**config.mk**
```make
export PLATFORM = sky130hd
export DESIGN_NAME = base64_stream_encoder_unit
export DESIGN_NICKNAME = d
export VERILOG_FILES = /design/src/sv/b64se_pkg.sv /design/src/sv/b64se_front.sv /design/src/sv/b64se_queue.sv /design/src/sv/b64se_back.sv /design/src/sv/base64_stream_encoder_unit.sv
export SDC_FILE = /design/constraint.sdc
export NUM_CORES = 1
export LEC_CHECK = 0
export ABC_AREA = 1
export BUFFER_PORTS_ARGS = -buffer_cell sky130_fd_sc_hd__buf_2
export CAP_MARGIN = 20
export CORE_MARGIN = 10
export CORE_UTILIZATION = 50
export CTS_CLUSTER_DIAMETER = 120
export DETAILED_ROUTE_END_ITERATION = 8
export PLACE_DENSITY = 0.69
export SYNTH_ARGS = -nofsm -noshare
export SYNTH_HDL_FRONTEND = slang
export SYNTH_SLANG_ARGS = --single-unit
```
**constraint.sdc**
```tcl
create_clock -name clk -period 4.2 [get_ports clk]
set_input_delay 0.63 -clock clk [delete_from_list [all_inputs] [get_ports clk]]
set_output_delay 0.63 -clock clk [all_outputs]
set_load 0.005 [all_outputs]
```
**src/sv/b64se_pkg.sv**
```systemverilog
`timescale 1ns / 1ps

package b64se_pkg;

    localparam int BYTE_W = 8;
    localparam int CODE_W = 6;
    localparam int CHAR_W = 7;
    localparam int TDATA_W = 8;
    localparam int QUEUE_DEPTH = 2;

    // position within the current 3-byte group
    typedef enum logic [1:0] {
        PH_0 = 2'd0,
        PH_1 = 2'd1,
        PH_2 = 2'd2
    } phase_t;

    // one byte worth of work for the back end: one or two 6-bit codes
    typedef struct packed {
        logic [CODE_W-1:0] code0;
        logic [CODE_W-1:0] code1;
        logic              two;
        logic              last;
    } grp_t;

    function automatic logic [CHAR_W-1:0] code_to_char(input logic [CODE_W-1:0] v);
        logic [CHAR_W-1:0] w;
        logic [CHAR_W-1:0] c;
        begin
            w = {1'b0, v};
            if (v < 6'd26)
            begin
                c = w + 7'd65;
            end
            else if (v < 6'd52)
            begin
                c = w + 7'd71;
            end
            else if (v < 6'd62)
            begin
                c = w - 7'd4;
            end
            else if (v == 6'd62)
            begin
                c = 7'd43;
            end
            else
            begin
                c = 7'd47;
            end
            return c;
        end
    endfunction

endpackage

```
**src/sv/b64se_front.sv**
```systemverilog
`timescale 1ns / 1ps

module b64se_front
    import b64se_pkg::*;
(
    input  logic              clk,
    input  logic              rst_n,
    input  logic              in_valid,
    input  logic [BYTE_W-1:0] in_byte,
    input  logic              in_last,
    input  logic              push_ready,
    output logic              in_ready,
    output logic              push,
    output grp_t              push_data
);

    phase_t            phase_reg;
    phase_t            phase_next;
    logic [CODE_W-1:0] pend_reg;
    logic [CODE_W-1:0] pend_next;
    logic              take;

    assign in_ready = push_ready;
    assign take     = in_valid && push_ready;
    assign push     = take;

    // next state
    always_comb
    begin
        phase_next = phase_reg;
        pend_next  = pend_reg;
        if (take)
        begin
            case (phase_reg)
                PH_1:
                begin
                    phase_next = PH_2;
                    pend_next  = {in_byte[3:0], 2'b00};
                end
                PH_2:
                begin
                    phase_next = PH_0;
                    pend_next  = '0;
                end
                default:
                begin
                    phase_next = PH_1;
                    pend_next  = {in_byte[1:0], 4'b0000};
                end
            endcase
            if (in_last)
            begin
                phase_next = PH_0;
                pend_next  = '0;
            end
        end
    end

    // outputs: codes for the queue
    always_comb
    begin
        push_data.last = in_last;
        case (phase_reg)
            PH_1:
            begin
                push_data.code0 = pend_reg | {2'b00, in_byte[7:4]};
                push_data.code1 = {in_byte[3:0], 2'b00};
                push_data.two   = in_last;
            end
            PH_2:
            begin
                push_data.code0 = pend_reg | {4'b0000, in_byte[7:6]};
                push_data.code1 = in_byte[5:0];
                push_data.two   = 1'b1;
            end
            default:
            begin
                push_data.code0 = in_byte[7:2];
                push_data.code1 = {in_byte[1:0], 4'b0000};
                push_data.two   = in_last;
            end
        endcase
    end

    always_ff @(posedge clk or negedge rst_n)
    begin
        if (!rst_n)
        begin
            phase_reg <= PH_0;
            pend_reg  <= '0;
        end
        else
        begin
            phase_reg <= phase_next;
            pend_reg  <= pend_next;
        end
    end

endmodule

```
**src/sv/b64se_queue.sv**
```systemverilog
`timescale 1ns / 1ps

module b64se_queue
    import b64se_pkg::*;
(
    input  logic clk,
    input  logic rst_n,
    input  logic push,
    input  grp_t push_data,
    output logic push_ready,
    input  logic pop,
    output logic pop_valid,
    output grp_t pop_data
);

    localparam int PTR_W = $clog2(QUEUE_DEPTH);
    localparam int CNT_W = $clog2(QUEUE_DEPTH + 1);

    grp_t             mem_reg [QUEUE_DEPTH];
    logic [PTR_W-1:0] wr_ptr_reg;
    logic [PTR_W-1:0] wr_ptr_next;
    logic [PTR_W-1:0] rd_ptr_reg;
    logic [PTR_W-1:0] rd_ptr_next;
    logic [CNT_W-1:0] count_reg;
    logic [CNT_W-1:0] count_next;
    logic             do_push;
    logic             do_pop;

    assign push_ready = (count_reg != CNT_W'(QUEUE_DEPTH));
    assign pop_valid  = (count_reg != '0);
    assign pop_data   = mem_reg[rd_ptr_reg];
    assign do_push    = push && push_ready;
    assign do_pop     = pop && pop_valid;

    always_comb
    begin
        wr_ptr_next = wr_ptr_reg;
        rd_ptr_next = rd_ptr_reg;
        count_next  = count_reg;
        if (do_push)
        begin
            wr_ptr_next = (wr_ptr_reg == PTR_W'(QUEUE_DEPTH - 1)) ? '0 : wr_ptr_reg + 1'b1;
        end
        if (do_pop)
        begin
            rd_ptr_next = (rd_ptr_reg == PTR_W'(QUEUE_DEPTH - 1)) ? '0 : rd_ptr_reg + 1'b1;
        end
        if (do_push && !do_pop)
        begin
            count_next = count_reg + 1'b1;
        end
        else if (do_pop && !do_push)
        begin
            count_next = count_reg - 1'b1;
        end
    end

    always_ff @(posedge clk)
    begin
        if (do_push)
        begin
            mem_reg[wr_ptr_reg] <= push_data;
        end
    end

    always_ff @(posedge clk or negedge rst_n)
    begin
        if (!rst_n)
        begin
            wr_ptr_reg <= '0;
            rd_ptr_reg <= '0;
            count_reg  <= '0;
        end
        else
        begin
            wr_ptr_reg <= wr_ptr_next;
            rd_ptr_reg <= rd_ptr_next;
            count_reg  <= count_next;
        end
    end

endmodule

```
**src/sv/b64se_back.sv**
```systemverilog
`timescale 1ns / 1ps

module b64se_back
    import b64se_pkg::*;
(
    input  logic              clk,
    input  logic              rst_n,
    input  logic              pop_valid,
    input  grp_t              pop_data,
    output logic              pop,
    output logic              out_valid,
    input  logic              out_ready,
    output logic [CHAR_W-1:0] out_char,
    output logic              out_last
);

    logic              sub_reg;
    logic              sub_next;
    logic              valid_reg;
    logic              valid_next;
    logic [CHAR_W-1:0] char_reg;
    logic [CHAR_W-1:0] char_next;
    logic              last_reg;
    logic              last_next;
    logic              load;
    logic [CODE_W-1:0] code_sel;

    assign load     = !valid_reg || out_ready;
    assign code_sel = sub_reg ? pop_data.code1 : pop_data.code0;

    always_comb
    begin
        sub_next   = sub_reg;
        valid_next = valid_reg;
        char_next  = char_reg;
        last_next  = last_reg;
        pop        = 1'b0;
        if (load)
        begin
            valid_next = pop_valid;
            if (pop_valid)
            begin
                char_next = code_to_char(code_sel);
                if (sub_reg)
                begin
                    last_next = pop_data.last;
                    sub_next  = 1'b0;
                    pop       = 1'b1;
                end
                else
                begin
                    // first char of a two-char entry is never the final one
                    last_next = pop_data.last && !pop_data.two;
                    sub_next  = pop_data.two;
                    pop       = !pop_data.two;
                end
            end
        end
    end

    always_ff @(posedge clk or negedge rst_n)
    begin
        if (!rst_n)
        begin
            sub_reg   <= 1'b0;
            valid_reg <= 1'b0;
        end
        else
        begin
            sub_reg   <= sub_next;
            valid_reg <= valid_next;
        end
    end

    always_ff @(posedge clk)
    begin
        char_reg <= char_next;
        last_reg <= last_next;
    end

    assign out_valid = valid_reg;
    assign out_char  = char_reg;
    assign out_last  = last_reg;

endmodule

```
**src/sv/base64_stream_encoder_unit.sv**
```systemverilog
`timescale 1ns / 1ps
// path: the first character of an accepted byte goes through the queue and then the
//   output register before it is on m_tdata; m_tready low holds it there
// throughput: one character per cycle from the output register while m_tready is high
//   and the queue is not empty; a two-char byte is popped with its second char
// reset: asynchronous active low, clears group position, leftover bits and queue

module base64_stream_encoder_unit
    import b64se_pkg::*;
(
    input  logic               clk,
    input  logic               rst_n,
    input  logic               s_tvalid,
    output logic               s_tready,
    input  logic [TDATA_W-1:0] s_tdata,   // [7:0] in_byte
    input  logic               s_tlast,
    output logic               m_tvalid,
    input  logic               m_tready,
    output logic [TDATA_W-1:0] m_tdata,   // [6:0] out_char, [7] zero
    output logic               m_tlast
);

    logic              push;
    logic              push_ready;
    grp_t              push_data;
    logic              pop;
    logic              pop_valid;
    grp_t              pop_data;
    logic [CHAR_W-1:0] out_char;

    // a two-entry queue between the byte classifier and the character serializer
    b64se_front u_front (
        .clk        (clk),
        .rst_n      (rst_n),
        .in_valid   (s_tvalid),
        .in_byte    (s_tdata[BYTE_W-1:0]),
        .in_last    (s_tlast),
        .push_ready (push_ready),
        .in_ready   (s_tready),
        .push       (push),
        .push_data  (push_data)
    );

    b64se_queue u_queue (
        .clk        (clk),
        .rst_n      (rst_n),
        .push       (push),
        .push_data  (push_data),
        .push_ready (push_ready),
        .pop        (pop),
        .pop_valid  (pop_valid),
        .pop_data   (pop_data)
    );

    b64se_back u_back (
        .clk       (clk),
        .rst_n     (rst_n),
        .pop_valid (pop_valid),
        .pop_data  (pop_data),
        .pop       (pop),
        .out_valid (m_tvalid),
        .out_ready (m_tready),
        .out_char  (out_char),
        .out_last  (m_tlast)
    );

    assign m_tdata = {{(TDATA_W - CHAR_W){1'b0}}, out_char};

endmodule
```
==> results of run 1 <==
==> cells in the final DEF (no fill, tap or decap), types with 2 or more instances in the layout <==
cell / netlist / layout
o21ai_1: 3 / 3
nor2_1: 12 / 12
buf_4: 1 / 2
dfrtp_1: 12 / 12
nand3_2: 6 / 6
clkinv_1: 2 / 2
xnor2_1: 3 / 3
nand3_1: 16 / 16
o22ai_1: 8 / 8
nor2_4: 3 / 3
nand2_2: 9 / 9
inv_1: 28 / 28
nand2_1: 78 / 78
edfxtp_1: 36 / 36
clkbuf_8: 0 / 5
inv_2: 4 / 4
nand2_4: 6 / 6
o21ai_0: 12 / 12
buf_2: 1 / 22
a22oi_1: 2 / 2
xor2_1: 4 / 4
a21oi_1: 5 / 5
ha_1: 9 / 9
inv_6: 1 / 2
==> worst max-delay path by stage <==
stage	start	endpoint	slack [ps]	cells past startpoint
floorplan	m_tready	u_queue.count_reg[1]	2030	9
global placement	m_tready	u_queue.count_reg[1]	1760	10
detailed placement	m_tready	u_queue.count_reg[1]	1720	10
CTS	u_queue.rd_ptr_reg	u_back.out_char[4]	1800	12
global route	u_queue.rd_ptr_reg	u_back.out_char[4]	1580	12
finish	u_queue.rd_ptr_reg	u_back.out_char[4]	1820	12
==> power groups by stage <==
stage	combinational (uW)	sequential [uW]	clock (uW)
floorplan	1120	839	0
global placement	1340	882	0
detailed placement	1360	883	0
CTS	1360	873	335
global route	1550	887	362
finish	1350	870	330
==> through the flow <==
| stage | hold WS, ps | cells | setup slack [ps] | util |
|---|---|---|---|---|
| after floorplan | 334.4 | 271 | 2033 | - |
| after global placement | 481.0 | 359 | 1763 | 0.5431 |
| after detailed placement | 488.0 | 360 | 1723 | 0.5446 |
| after CTS | 199.3 | 368 | 1800 | 0.5673 |
| after global routing | 191.4 | 368 | 1583 | 0.5673 |
| final | 199.1 | 368 | 1818 | 0.5673 |
==> cell type report <==
cell class              instances  share of cell area
well taps                      70             0.03042
flip-flops and latches         48              0.4798
multi-input cells             182              0.3568
inverters                      36             0.04954
repair buffers                 24             0.04346
clock inverters                 3             0.01608
clock buffers                   5             0.02390
==> metal layers <==
| layer | wire length (um) | up-vias | track usage |
|---|---|---|---|
| met3 | 188 | 4 | 0.03260 |
| met2 | 2337 | 36 | 0.2029 |
| met4 | 40 | 0 | 0.04113 |
| met5 | 0 | - | 0 |
| li1 | - | 948 | - |
| met1 | 2108 | 825 | 0.1328 |
==> kinds of logic (layout without fill, tap and decap cells) <==
family | Yosys count | count (layout) | share of synthesized area
and+or+nand+nor | 133 | 133 | 0.2559
xor gates and xnor gates | 7 | 7 | 0.02352
other | 1 | 1 | 0.001439
DFF | 48 | 48 | 0.5300
muxes | 1 | 1 | 0.003841
buffers and inverters | 41 | 68 | 0.07585
AOI/OAI and AO/OA | 31 | 31 | 0.06625
adders and majority gates | 9 | 9 | 0.04321
==> cells in the mapped netlist (2+ instances only) <==
master,number
buf_6,2
nand3_1,16
inv_2,4
o21ai_0,12
nor2_1,12
dfrtp_1,12
a21oi_1,5
o22ai_1,8
nor2_4,3
a22oi_1,2
nand2_4,6
xnor2_1,3
nand2_1,78
edfxtp_1,36
nand2_2,9
nand3_2,6
inv_1,28
xor2_1,4
ha_1,9
o21ai_1,3
clkinv_1,2
==> reports/results.txt, run 1 <==
status -> complete, no violations
crit-path max FO -> 16
post-synth top area share -> 0.4148
Slew headroom -> 0.5511
post-cts sizing count -> 0
Worst R2R Start -> u_queue.rd_ptr_reg
Total GRT Usage -> 0.1163
clock share of power -> 0.129
Tmin final -> 2382 ps
worst path arrival time -> 2450 ps
r2r setup slk -> 1820 ps
largest cells by area after synthesis -> edfxtp_1 41%, dfrtp_1 12%, nand2_1 11%, ha_1 4.3%, inv_1 4.0%
CTS tree -> done
Unique masters post-synth -> 32
# setup viols final -> 0
Mapped Area -> 2606 um^2
cell area after layout -> 2879 um^2
first-pass GRT wire length -> 8135 um
Synth warnings -> 0
Area after DPL -> 2764 um^2
Ports -> 24
# rows -> 26
final wirelength -> 4675 um
Pwr per Cell Area -> 885.3 nW/um^2
Final nets -> 319
flops & latches, synth -> 48
VDD IR-drop max -> 0.4503 mV
RSZ-0062 raised after global routing -> false
reg2reg path depth -> 12
Psw -> 1125 uW
DR WL/cell -> 12.70 um
DRC Markers -> 0
final setup TNS -> 0 ps
CP Launch Type -> flop
share of layout cells above drive strength 1 -> 0.2114
CTS max path bufs -> 2
Max Fclk -> 419.8 MHz
DP HPWL -> 3614 um
width of the die -> 92.20 um
leakage power -> 0.001287 uW
Worst Tran Pin Value -> 670.9 ps
EDFF count, synth -> 36
ANT cells -> 0
total power draw -> 2549 uW
WP buf/inv -> 3
Logic pwr share -> 0.529
multi-input combinational cell area -> 1027 um^2
Switching Share -> 0.4413
Post-synth ARST share -> 0.2500
CP peak stage delay -> 770 ps
WS Path Type -> reg2reg
Pins Over Slew Limit -> 0
crit-path cells -> inv_6 -> nand2_1 -> nand3_1 -> nand2_2 -> inv_1 -> ha_1 -> a21oi_1 -> inv_1 -> xor2_1 -> o21ai_1 -> nand2_1 -> nand2_1
Worst path top cell family by delay -> flip-flops
Area Growth Syn to Fin -> 10.47%
number of DRC markers in iteration 0 -> 51
Int Pwr -> 1424 uW
number of global-route vias before repair -> 1818
final hold violations -> 0
CTS Buf Count -> 5
CTS clock-pin slew for the worst setup and hold paths -> 90 ps
CTS Hold Bufs -> 0
Mean Syn Cell Area -> 9.617 um^2
clk_lat worst skew -> 290 ps
skew final -> 7.692 ps
R2R Path End -> u_back.out_char[4]
Syn Nets -> 293
ys flop type -> edfxtp_1
drt first pass iters -> 4
Required @ worst endpoint -> 4260 ps
CTS Root Cell -> clkbuf_8
CP most frequent cell -> nand2_1
largest net degree at the start of global routing -> 17
CP endpoint kind -> flop
max reg flops -> 28
core area -> 5075 um^2
die area -> 8500 um^2
top cell type by total area after synthesis -> edfxtp_1
Gate Count Post-Synth -> 271
gr ovfl total -> 0
H-tree Lvls -> 2
Placer Congestion -> 0.8738
antenna violation net count after detailed routing -> 0
setup bufs post-CTS -> 0
Initial Utilization -> 0.5136
final period utilization -> 0.5672
via count -> 1813
clock sinks -> 48
Max-Cap Viols -> 0
Reg area -> 1381 um^2
number of port buffers -> 22
Seq pwr share -> 0.341
fillers -> 463
HP Class -> in2async
DR vias/cell -> 4.927
Die Y -> 92.20 um
initial antenna violation count -> 0
post-synthesis sequential area ratio -> 0.5300
Slowest-stage cell, CP -> dfrtp_1
No activity file was read; power rests on OpenSTA's default activity.
==> run 2: changes to the inputs <==
==> constraint.sdc (replaced) <==
create_clock -name clk -period 2.39 [get_ports clk]
set_input_delay 0.3585 -clock clk [delete_from_list [all_inputs] [get_ports clk]]
set_output_delay 0.3585 -clock clk [all_outputs]
set_load 0.005 [all_outputs]
==> run 2 against run 1 <==
First-iteration DRC count rose by 75%. Flip-flop and latch count did not move. Worst setup slack got worse by 1600 ps. Register-to-register slack got worse by 1600 ps. Clock-buffer cell count did not move. Total power rose by 77%. Critical endpoint is now u_back.out_char[5]. Sequential share of layout area fell by 0.39 points. Largest cell class unchanged.
==> reports/results.txt, run 2 (synthesis results as in run 1) <==
CP peak stage delay -> 530 ps
DRC Markers -> 0
final hold violations -> 0
most common cell after layout, fill and taps aside -> nand2_1
final setup TNS -> 0 ps
number of DRC markers in iteration 0 -> 89
DP HPWL -> 3801 um
initial antenna violation count -> 0
Max Fclk -> 468.0 MHz
Pwr per Cell Area -> 1558 nW/um^2
Hold WS -> 249.9 ps
drt first pass iters -> 4
CP Launch Type -> flop
ANT cells -> 0
width of the die -> 92.20 um
number of port buffers -> 22
crit path from -> u_queue.rd_ptr_reg
skew final -> 9.003 ps
HP Class -> in2reg
# setup viols final -> 0
Area after DPL -> 2779 um^2
antenna violation net count after detailed routing -> 0
Initial Utilization -> 0.5136
Max-Cap Viols -> 0
total power draw -> 4522 uW
cell area after layout -> 2903 um^2
core area -> 5075 um^2
first-pass GRT wire length -> 8231 um
CP endpoint kind -> flop
met2 Resource Use GR -> 0.1965
pre-CTS setup slack -> 243.4 ps
final period utilization -> 0.8940
DR vias/cell -> 4.916
Slowest-stage cell, CP -> dfrtp_1
r2r setup slk -> 250 ps
CTS Root Cell -> clkbuf_8
via count -> 1824
crit-path cells -> buf_4 -> nand2_1 -> nand3_1 -> nand2_2 -> inv_1 -> ha_1 -> inv_1 -> nand2_1 -> nand2_1 -> nand2_2 -> inv_2 -> nand3b_1 -> nand2_1
most frequent cells in the layout -> 78 x nand2_1, 36 x edfxtp_1, 28 x inv_1, 22 x buf_2, 16 x nand3_1
grt met1 use -> 0.1293
VDD IR-drop max -> 0.6010 mV
CTS clock-pin slew for the worst setup and hold paths -> 90 ps
Final nets -> 322
leakage power -> 0.001306 uW
Placer Congestion -> 0.8887
Worst path top cell family by delay -> simple AND/OR/NAND/NOR gates
Setup crit end -> u_back.out_char[5]
Worst Setup Slack, final -> 253.2 ps
Tmin final -> 2137 ps
H-tree Lvls -> 2
R2R Path End -> u_back.out_char[5]
RSZ-0062 raised after global routing -> false
clock sinks -> 48
setup bufs post-CTS -> 0
die area -> 8500 um^2
final wirelength -> 4723 um
post-cts sizing count -> 0
busiest metal layer after global routing -> met2
WS Path Type -> reg2reg
Worst R2R Start -> u_queue.rd_ptr_reg
share of layout cells above drive strength 1 -> 0.2159
Area Growth Syn to Fin -> 11.38%
gr ovfl total -> 0
Required @ worst endpoint -> 2450 ps
CP most frequent cell -> nand2_1
WP buf/inv -> 4
Pins Over Slew Limit -> 0
clk_lat worst skew -> 300 ps
Ports -> 24
met3 Use GR -> 0.03830
DR WL/cell -> 12.73 um
Total GRT Usage -> 0.1180
# rows -> 26
Die Y -> 92.20 um
number of global-route vias before repair -> 1876
CTS Buf Count -> 5
worst path arrival time -> 2200 ps
largest net degree at the start of global routing -> 17
status -> complete, no violations
Levels on crit path -> 13
CTS tree -> done
max reg flops -> 28
crit-path max FO -> 11
reg2reg path depth -> 13
CTS max path bufs -> 2
## run 2: cell types whose count changed in the layout (fill, tap and decap cells not counted)
cell | before | now
buf_4 | 2 | 4
dlygate4sd3_1 | 0 | 1
clkinvlp_4 | 1 | 0
inv_4 | 1 | 2
## run 2: worst min-delay path by stage
| stage | start | endpoint | slack, ps | cells after the start |
|---|---|---|---|---|
| 6_report | m_tready | u_back.out_valid | 250 | 2 |
| 5_1_grt | s_tlast | u_queue.mem_reg[0][0] | 260 | 1 |
| 3_3_place_gp | rst_n | u_back.out_valid | 260 | 1 |
| 2_1_floorplan | rst_n | u_back.out_valid | 60 | 0 |
| 3_5_place_dp | rst_n | u_back.out_valid | 250 | 1 |
| 4_1_cts | m_tready | u_back.out_valid | 250 | 2 |
## run 2: cell type report
class	instances	area, um^2
clock buffers	5	68.82
fillers	466	2172
repair buffers	27	150.1
clock inverters	3	45.04
well taps	70	87.58
inverters	36	142.6
flip-flops and latches	48	1381
multi-input cells	182	1027
## run 2: timing repair
action | in CTS | in global routing
hold endpoints to repair | 12 | 0
hold buffers | 1 | 0
setup endpoints to repair | 0 | 0
## run 2: power by group
part / switching [uW] / total (uW) / leakage [uW] / internal (uW)
clock network: 264 / 580 / 0.0000591 / 316
logic: 1580 / 2430 / 0.000757 / 859
registers: 152 / 1510 / 0.000490 / 1360
## run 2: layer usage
layer | wire [um] | up-vias
met5 | 0 | -
met4 | 140 | 0
met3 | 220 | 13
met2 | 2270 | 38
met1 | 2091 | 831
li1 | - | 942
## run 2: stage by stage
step	cells	util
after global placement	362	0.5476
after detailed placement	362	0.5476
after global routing	371	0.5720
final	371	0.5720
after floorplan	271	-
after CTS	371	0.5720
==> run 3: changes to the inputs <==
--- a/config.mk
+++ b/config.mk
@@ -10,6 +10,7 @@
 export CAP_MARGIN = 20
 export CORE_MARGIN = 10
 export CORE_UTILIZATION = 50
+export CTS_BUF_LIST = sky130_fd_sc_hd__clkbuf_2 sky130_fd_sc_hd__clkbuf_4 sky130_fd_sc_hd__clkbuf_8
 export CTS_CLUSTER_DIAMETER = 120
 export DETAILED_ROUTE_END_ITERATION = 8
 export PLACE_DENSITY = 0.69
==> constraint.sdc (replaced) <==
create_clock -name clk -period 2.5 [get_ports clk]
set_input_delay 0.375 -clock clk [delete_from_list [all_inputs] [get_ports clk]]
set_output_delay 0.375 -clock clk [all_outputs]
set_load 0.005 [all_outputs]
==> run 3 against run 2 <==
Critical path depth shrank 1. Wire length grew 2.2%. Worst setup slack lost 9.0 ps. Register-to-register slack is essentially flat. Global-route usage grew 0.34 points. Utilization grew 0.47 points. Final cell count is the same. Non-clock buffer count is the same. Largest cell class unchanged. Highest routed layer unchanged.
==> reports/results.txt, run 3 (synthesis results as in run 1) <==
status -> complete, no violations
antenna violation net count after detailed routing -> 0
clock sinks -> 48
worst path arrival time -> 2320 ps
Tmin final -> 2256 ps
Worst Tran Pin Value -> 501.2 ps
final hold violations -> 0
Total GRT Usage -> 0.1214
DP HPWL -> 3825 um
final period utilization -> 0.9023
CP Launch Type -> flop
initial antenna violation count -> 0
final setup TNS -> 0 ps
most common cell after layout, fill and taps aside -> nand2_1
die area -> 8500 um^2
Slowest-stage cell, CP -> dfrtp_1
Die Y -> 92.20 um
Hold WS -> 264.3 ps
Max Fclk -> 443.3 MHz
Ports -> 24
most frequent cells in the layout -> 78 x nand2_1, 36 x edfxtp_1, 28 x inv_1, 22 x buf_2, 16 x nand3_1
Worst Setup Slack, final -> 244.2 ps
R2R Path End -> u_back.out_char[4]
CTS max path bufs -> 2
Initial Utilization -> 0.5136
pre-CTS setup slack -> 257.4 ps
ANT cells -> 0
share of layout cells above drive strength 1 -> 0.2159
r2r setup slk -> 240 ps
CTS tree -> done
DRC Markers -> 0
CP peak stage delay -> 660 ps
HP Class -> in2reg
Slew headroom -> 0.6659
first-pass GRT wire length -> 8445 um
Final nets -> 322
crit-path cells -> inv_6 -> nand2_1 -> nand3_1 -> nand2_2 -> inv_1 -> ha_1 -> a21oi_1 -> inv_1 -> xor2_1 -> o21ai_1 -> nand2_1 -> nand2_1
width of the die -> 92.20 um
H-tree Lvls -> 2
crit-path max FO -> 13
CP most frequent cell -> nand2_1
# rows -> 26
via count -> 1863
Hold Path Sink -> u_back.out_valid
DR vias/cell -> 5.022
RSZ-0062 raised after global routing -> false
leakage power -> 0.001315 uW
Pins Over Slew Limit -> 0
VDD IR-drop max -> 0.6649 mV
CP endpoint kind -> flop
gr ovfl total -> 0
DR WL/cell -> 13.01 um
# setup viols final -> 0
Pwr per Cell Area -> 1510 nW/um^2
drt first pass iters -> 4
Placer Congestion -> 0.8700
Area Growth Syn to Fin -> 12.29%
Post-Route Utilization -> 0.5767
largest net degree at the start of global routing -> 17
number of DRC markers in iteration 0 -> 84
reg2reg path depth -> 12
skew final -> 5.667 ps
core area -> 5075 um^2
CTS Root Cell -> clkbuf_8
max reg flops -> 28
number of global-route vias before repair -> 1894
Required @ worst endpoint -> 2570 ps
WHS Path Cells -> 2
Worst R2R Start -> u_queue.rd_ptr_reg
WS Path Type -> reg2reg
clk_lat worst skew -> 300 ps
fillers -> 441
hold_sp -> m_tready
Max-Cap Viols -> 0
CTS Buf Count -> 5
number of port buffers -> 22
CTS clock-pin slew for the worst setup and hold paths -> 90 ps
final wirelength -> 4828 um
## run 3: power breakdown
| group | internal, uW | leakage, uW | switching, uW |
|---|---|---|---|
| Sequential | 1300 | 0.000490 | 161 |
| Combinational | 817 | 0.000757 | 1490 |
| Clock | 402 | 0.0000687 | 256 |
| Total | 2510 | 0.00132 | 1900 |
## run 3: critical path: cells and delay by family, from the launching register on
kind,cells,cell delay [ps]
fa+ha+maj,1,260
flops,1,660
simple gates,5,440
compound gates,2,210
xor+xnor,1,140
buf+inv,3,310
## run 3: per-stage QoR
stage	cell area, um^2	power (uW)	std cells
3_5_place_dp	2779	3795	362
3_3_place_gp	2779	3757	362
6_report	2927	4419	371
5_1_grt	2927	4820	371
2_1_floorplan	2606	3291	271
4_1_cts	2927	4460	371
## run 3: layer usage
layer  share of wire  wire length, um  global-route usage
met4           0.023              112             0.05656
met2            0.48             2299              0.2076
met1            0.46             2210              0.1359
met3           0.042              205             0.03586
met5               0                0                   0
## run 3: final cells by class
class	count	area (um^2)	share of cell area
inverter	36	142.6	0.04874
timing repair buffer	27	150.1	0.05130
sequential	48	1381	0.4720
clock inverter	3	68.82	0.02351
clock buffer	5	68.82	0.02351
tap	70	87.58	0.02993
multi-input combinational	182	1027	0.3510
## run 3: timing repair
item	in CTS	in global routing
hold buffers	1	0
hold endpoints to repair	12	0
gates resized for setup	0	0
setup buffers	0	0
## run 3: how the worst max path moves through the flow
stage                                  start                   end  cells past startpoint
final                     u_queue.rd_ptr_reg    u_back.out_char[4]                     12
after detailed placement  u_queue.rd_ptr_reg    u_back.out_char[4]                     12
after CTS                 u_queue.rd_ptr_reg    u_back.out_char[4]                     12
after global placement    u_queue.rd_ptr_reg    u_back.out_char[4]                     12
after global routing      u_queue.rd_ptr_reg    u_back.out_char[4]                     12
after floorplan             u_back.out_valid  u_queue.count_reg[1]                     10
